File: config.mk
export PLATFORM = sky130hd
export DESIGN_NAME = owik_turn
export DESIGN_NICKNAME = d
export VERILOG_FILES = /design/src/hdl/owik_pkg.sv /design/src/hdl/owik_turn.sv
export SDC_FILE = /design/constraint.sdc
export NUM_CORES = 2
export LEC_CHECK = 0
export BUFFER_PORTS_ARGS = -buffer_cell sky130_fd_sc_hd__buf_2
export CAP_MARGIN = 20
export CORE_MARGIN = 2
export CORE_UTILIZATION = 25
export CTS_CLUSTER_SIZE = 28
export DETAILED_ROUTE_END_ITERATION = 7
export PLACE_DENSITY_LB_ADDON = 0.1
export SYNTH_ARGS = -nofsm -noshare
export SYNTH_HDL_FRONTEND = slang
export SYNTH_SLANG_ARGS = --single-unit
File: constraint.sdc
create_clock -name clk -period 7.2 [get_ports clk]
set_input_delay 0.72 -clock clk [delete_from_list [all_inputs] [get_ports clk]]
set_output_delay 0.72 -clock clk [all_outputs]
set_load 0.02 [all_outputs]
File: src/hdl/owik_pkg.sv
// shared types, constants and functions of the omni wheel inverse kinematics block
package owik_pkg;

    // command transaction, first field in the upper bits
    typedef struct packed {
        logic signed [15:0] vel_x;
        logic signed [15:0] vel_y;
        logic signed [15:0] turn_rate;
        logic signed [15:0] heading;
        logic               world_frame;
    } owik_cmd_t;

    // result transaction
    typedef struct packed {
        logic signed [15:0] wheel0_rpm;
        logic signed [15:0] wheel1_rpm;
        logic signed [15:0] wheel2_rpm;
        logic signed [15:0] wheel3_rpm;
    } owik_result_t;

    // configuration register indexes
    localparam logic [1:0] REG_CHASSIS_RADIUS = 2'd0;
    localparam logic [1:0] REG_RPM_GAIN       = 2'd1;

    // reset values of the configuration registers
    localparam logic [11:0] RADIUS_RESET = 12'd300;
    localparam logic [31:0] GAIN_RESET   = 32'd65536;

    // pipeline depths
    localparam int unsigned CORDIC_STEPS = 16;
    localparam int unsigned TRIG_LAT     = CORDIC_STEPS + 3;
    localparam int unsigned TURN_LAT     = 4;
    localparam int unsigned MIX_LAT      = 7;

    // heading handling in hundredths of a degree
    localparam logic signed [16:0] HALF_TURN    = 17'sd18000;
    localparam logic signed [16:0] QUARTER_TURN = 17'sd9000;
    localparam logic signed [16:0] FULL_TURN    = 17'sd36000;

    // cordic datapath width and constants in q30
    localparam int unsigned       CORDIC_W     = 34;
    localparam logic signed [18:0] RAD_PER_CDEG = 19'sd187403;
    localparam logic signed [CORDIC_W-1:0] CORDIC_X0 = 34'sd652032874;

    // wheel mixing
    localparam logic signed [15:0] COS45_Q15 = 16'sd23170;
    localparam int unsigned        TURN_W    = 49;

    // turn term: w*r*2^30/1000 = w*r*2^27/125, split as quotient and remainder by 125
    localparam longint unsigned TURN_DIV    = 125;
    localparam logic [28:0]     TURN_RECIP  = 29'd274877907;
    localparam int unsigned     RECIP_SHIFT = 35;
    localparam int unsigned     FRAC_DEPTH  = 128;

    // arctangent of 2^-i in q30
    function automatic logic [31:0] cordic_atan(input int unsigned i);
        logic [31:0] v;
        case (i)
            0:       v = 32'h3243F6A8;
            1:       v = 32'h1DAC6705;
            2:       v = 32'h0FADBAFC;
            3:       v = 32'h07F56EA6;
            4:       v = 32'h03FEAB76;
            5:       v = 32'h01FFD55B;
            6:       v = 32'h00FFFAAA;
            7:       v = 32'h007FFF55;
            8:       v = 32'h003FFFEA;
            9:       v = 32'h001FFFFD;
            10:      v = 32'h000FFFFF;
            11:      v = 32'h0007FFFF;
            12:      v = 32'h0003FFFF;
            13:      v = 32'h0001FFFF;
            14:      v = 32'h0000FFFF;
            15:      v = 32'h00007FFF;
            default: v = 32'h00000000;
        endcase
        return v;
    endfunction

    // fractional part of the turn term for remainder r, floor(r*2^27/125)
    function automatic logic [26:0] frac_entry(input int unsigned r);
        longint unsigned n;
        n = longint'(r) << 27;
        return 27'(n / TURN_DIV);
    endfunction

    // saturate to signed 16 bits
    function automatic logic signed [15:0] sat16(input logic signed [39:0] v);
        logic signed [15:0] r;
        if (v > 40'sd32767) begin
            r = 16'sh7FFF;
        end
        else if (v < -40'sd32768) begin
            r = 16'sh8000;
        end
        else begin
            r = v[15:0];
        end
        return r;
    endfunction

endpackage

File: src/hdl/owik_turn.sv
// pipelined turn term w*r*2^30/1000 truncated toward zero
module owik_turn (
    input  logic                                 clk,
    input  logic signed [15:0]                   turn_rate,
    input  logic [11:0]                          radius,
    output logic signed [owik_pkg::TURN_W-1:0]   turn
);

    // remainder table, floor(r*2^27/125)
    logic [26:0] frac_tab [owik_pkg::FRAC_DEPTH];

    for (genvar g = 0; g < owik_pkg::FRAC_DEPTH; g++) begin : g_frac
        assign frac_tab[g] = owik_pkg::frac_entry(g);
    end

    // product of turn rate and radius
    logic signed [28:0] p_reg;

    always_ff @(posedge clk)
    begin
        p_reg <= 29'(turn_rate) * $signed({17'd0, radius});
    end

    // magnitude and quotient by 125 through the reciprocal
    logic [28:0] p_abs;
    logic [26:0] mag_x;
    logic [55:0] recip_prod;
    logic [26:0] x_reg;
    logic [20:0] q_reg;
    logic        sgn_reg;

    always_comb
    begin
        p_abs      = p_reg[28] ? 29'(-p_reg) : 29'(p_reg);
        mag_x      = p_abs[26:0];
        recip_prod = 56'(mag_x) * 56'(owik_pkg::TURN_RECIP);
    end

    always_ff @(posedge clk)
    begin
        x_reg   <= mag_x;
        q_reg   <= recip_prod[owik_pkg::RECIP_SHIFT +: 21];
        sgn_reg <= p_reg[28];
    end

    // remainder by 125
    logic [27:0] q125;
    logic [27:0] rem_wide;
    logic [6:0]  r_reg;
    logic [20:0] q2_reg;
    logic        sgn2_reg;

    always_comb
    begin
        q125     = {q_reg, 7'd0} - {5'd0, q_reg, 2'd0} + {7'd0, q_reg};
        rem_wide = {1'b0, x_reg} - q125;
    end

    always_ff @(posedge clk)
    begin
        r_reg    <= rem_wide[6:0];
        q2_reg   <= q_reg;
        sgn2_reg <= sgn_reg;
    end

    // assemble and restore the sign
    logic [47:0]                         mag;
    logic signed [owik_pkg::TURN_W-1:0]  mag_s;
    logic signed [owik_pkg::TURN_W-1:0]  turn_reg;

    always_comb
    begin
        mag   = {q2_reg, 27'd0} + {21'd0, frac_tab[r_reg]};
        mag_s = $signed({1'b0, mag});
    end

    always_ff @(posedge clk)
    begin
        turn_reg <= sgn2_reg ? -mag_s : mag_s;
    end

    assign turn = turn_reg;

endmodule

==> flow_metrics.tcl <==
set metrics [dict create \
    slew_headroom_pct 34.3 \
    dp_cells 4511 \
    whs_endpoint "q2_reg[9]$_DFF_P_" \
    setup_slack_ns -0.732 \
    worst_slew_pin_slew_ns 0.978 \
    path_clk_slew_ns 0.07 \
    clock_skew_ns 0.0176 \
    grt_pass1_vias 22724 \
    via_count 20713 \
    place_hpwl_microns 71900 \
    cts_sinks 135 \
    place_congestion 0.874 \
    die_x_microns 331 \
    port_buffers 77 \
    worst-path-max-fanout 3 \
    synth_seq_area_share_pct 10.1 \
    period_share_pct 110 \
    slowest_stage "or4_4" \
    synth.distinct_cells 93 \
    clockBufferDepth 2 \
    fill_cells 11444 \
    crit_top_cell "fa_1" \
    async_reset_ff_share_pct 0 \
    violations "negative setup slack" \
    regArea_sq_mm 0.00272 \
    end_kind "flip-flop" \
    die-area_sq_mm 0.110 \
    synth_top_area_share_pct 31.6 \
    cts_tree "built" \
    rr_endpoint "q_reg[19]$_DFF_P_" \
    ant_nets 0 \
    diodes 0 \
    drt-pass1-iter-count 5 \
    synth_edf_count 0 \
    setup_viol 21 \
    status "finished with violations" \
    critPathRequiredTime_ns 7.57 \
    synth_nets 3727 \
    clk_latency_ns 0.49 \
    largest_reg_flops 49 \
    grt_max_degree 83 \
    drc 0 \
    max_freq_mhz 126 \
    grt_pass1_wl_microns 135000 \
    syn-cell-area_sq_mm 0.0268 \
    rows 120 \
    cp_data_arrival_time_ns 8.30 \
    syn_avg_cell_area_sq_um 9.21 \
    holdPathStages 0 \
    core_area_sq_mm 0.107 \
    routed_wl_microns 85800 \
    synthFlopType "dfxtp_1" \
    max_cap_viol_count 0 \
    crit_type "flip-flop to flip-flop" \
    syn-instance-count 2904 \
    fin_crit_ns 7.93 \
    nets 3972 \
    synth_warnings 0 \
    placedInstanceArea_sq_mm 0.0302 \
    cts_root_buffer "clkbuf_16" \
    via_per_inst 4.54 \
    synth-seq-cells 135 \
    final_util_pct 29.8 \
    path_buf_inv 7 \
    timing.hold.ws_ns 0.325 \
    hold_path_class "flip-flop to flip-flop" \
    area_growth_pct 18.8 \
    r2r-start "p_reg[16]$_DFF_P_" \
    antenna_found_initial 0 \
    multi_input_area_sq_mm 0.0219 \
    die_h_microns 331 \
    drtIter0Drc 1046 \
    maxSlewViolCount 0 \
    rr_worst_depth 30 \
    final_hold_viol_count 0 \
    grtUsageTotal_pct 16.1 \
    initial_core_util_pct 25.1 \
    rsz0062_at_grt "true" \
    synthTopCellsByArea "fa_1, ha_1, dfxtp_1" \
    hold_start "q_reg[9]$_DFF_P_" \
    wl_per_cell_microns 18.8 \
    io_pins 78 \
    r2r_slack_ns -0.73 \
    critPathLaunchType "flip-flop" \
    htreeDepth 4 \
    numCtsBuffers 17 \
    crit_family "adder cells" \
    synth_top_area_cell "fa_1" \
    gr-total-overflow 0 \
    drive_gt1_share_pct 17.2 \
    fin_cells 4565 \
    slowest_delay_ns 0.53 \
    stdcell_area_sq_mm 0.0318 \
]
## logic make-up after synthesis
group	count (synthesis)	share of synthesized area, %
compound gates	481	12.0
xor+xnor	146	4.81
fa+ha+maj	794	49.0
buf+inv	738	11.0
flops	135	10.1
mux	36	1.97
simple gates	574	11.2
## what timing repair did
item	4_1_cts	5_1_grt
hold buffers	0	0
pin swaps	30	39
gates resized for setup	83	64
buffers inserted	16	14
endpoints found under the hold margin	0	0
setup endpoints to repair	21	21
## synth_stat cells, types with 6 or more instances
| cell | count |
|---|---|
| a21oi_1 | 113 |
| mux4_2 | 13 |
| nand3_1 | 19 |
| o2111ai_1 | 9 |
| or3_1 | 10 |
| o31a_1 | 7 |
| buf_2 | 23 |
| a21o_1 | 36 |
| xnor2_1 | 91 |
| a211o_1 | 10 |
| nand4_1 | 11 |
| o31ai_1 | 17 |
| fa_1 | 423 |
| o311ai_0 | 9 |
| o21a_1 | 11 |
| inv_1 | 622 |
| nor2b_1 | 28 |
| and3_1 | 7 |
| nor2_1 | 84 |
| clkbuf_1 | 62 |
| ha_1 | 371 |
| a221oi_1 | 6 |
| mux2i_1 | 19 |
| o21ai_1 | 9 |
| nand2_1 | 173 |
| buf_4 | 11 |
| a311oi_1 | 7 |
| o21ai_0 | 95 |
| buf_6 | 12 |
| nand2b_1 | 27 |
| and2_1 | 116 |
| a31oi_1 | 28 |
| nor3_1 | 38 |
| o211ai_1 | 19 |
| nor4_1 | 6 |
| dfxtp_1 | 135 |
| xor2_1 | 54 |
| o221ai_1 | 9 |
| o21bai_1 | 9 |
| or2_2 | 12 |
| a211oi_1 | 23 |
## how the worst max path moves through the flow
stage | slack, ns | to | startpoint | cells past startpoint
6_report | -0.73 | q_reg[19]$_DFF_P_ | p_reg[16]$_DFF_P_ | 30
3_5_place_dp | -1.16 | q_reg[17]$_DFF_P_ | p_reg[3]$_DFF_P_ | 30
4_1_cts | -0.76 | q_reg[19]$_DFF_P_ | p_reg[16]$_DFF_P_ | 30
5_1_grt | -0.98 | q_reg[20]$_DFF_P_ | p_reg[16]$_DFF_P_ | 30
3_3_place_gp | -1.05 | q_reg[19]$_DFF_P_ | p_reg[3]$_DFF_P_ | 31
2_1_floorplan | -0.46 | q_reg[12]$_DFF_P_ | p_reg[16]$_DFF_P_ | 28
## cells in the final DEF (no fill, tap or decap), drive strengths merged, types with 17 or more instances in the layout
cell    instances
and2          118
nand2b         27
a31oi          28
xor2           55
a21o           36
nor2b          28
a21oi         114
o211ai         19
o31ai          18
nor3           39
clkbuf         17
buf           340
xnor2          91
dfxtp         135
mux2i          19
nand2         175
inv           632
o21ai         105
a211oi         23
nor2           85
nand3          19
fa            423
ha            371
## per-layer routing
metal | part of all wire [%] | track usage, % | up-vias | routed length [microns]
met3 | 2.1 | 1.34 | 75 | 1800
met5 | 0 | 0 | - | 0
met4 | 1.9 | 3.94 | 0 | 1620
met2 | 52 | 29.5 | 332 | 44600
li1 | - | - | 9871 | -
met1 | 44 | 20.2 | 10435 | 37900
## stage by stage
stage	setup WS, ns	setup TNS (ns)
finish	-0.732	-11.69
global route	-0.983	-16.84
CTS	-0.755	-11.89
detailed placement	-1.16	-17.02
global placement	-1.05	-15.57
floorplan	-0.463	-3.62
## final cells by class
type / count / share of cell area, %
multi-input combinational: 2031 / 68.9
timing repair buffer: 340 / 7.80
clock inverter: 15 / 0.575
clock buffer: 17 / 1.34
sequential: 135 / 8.54
tap: 1403 / 5.52
inverter: 624 / 7.37
Power is not shown: default switching activity piles up to over one toggle a cycle in this logic, so the estimate is an artifact.
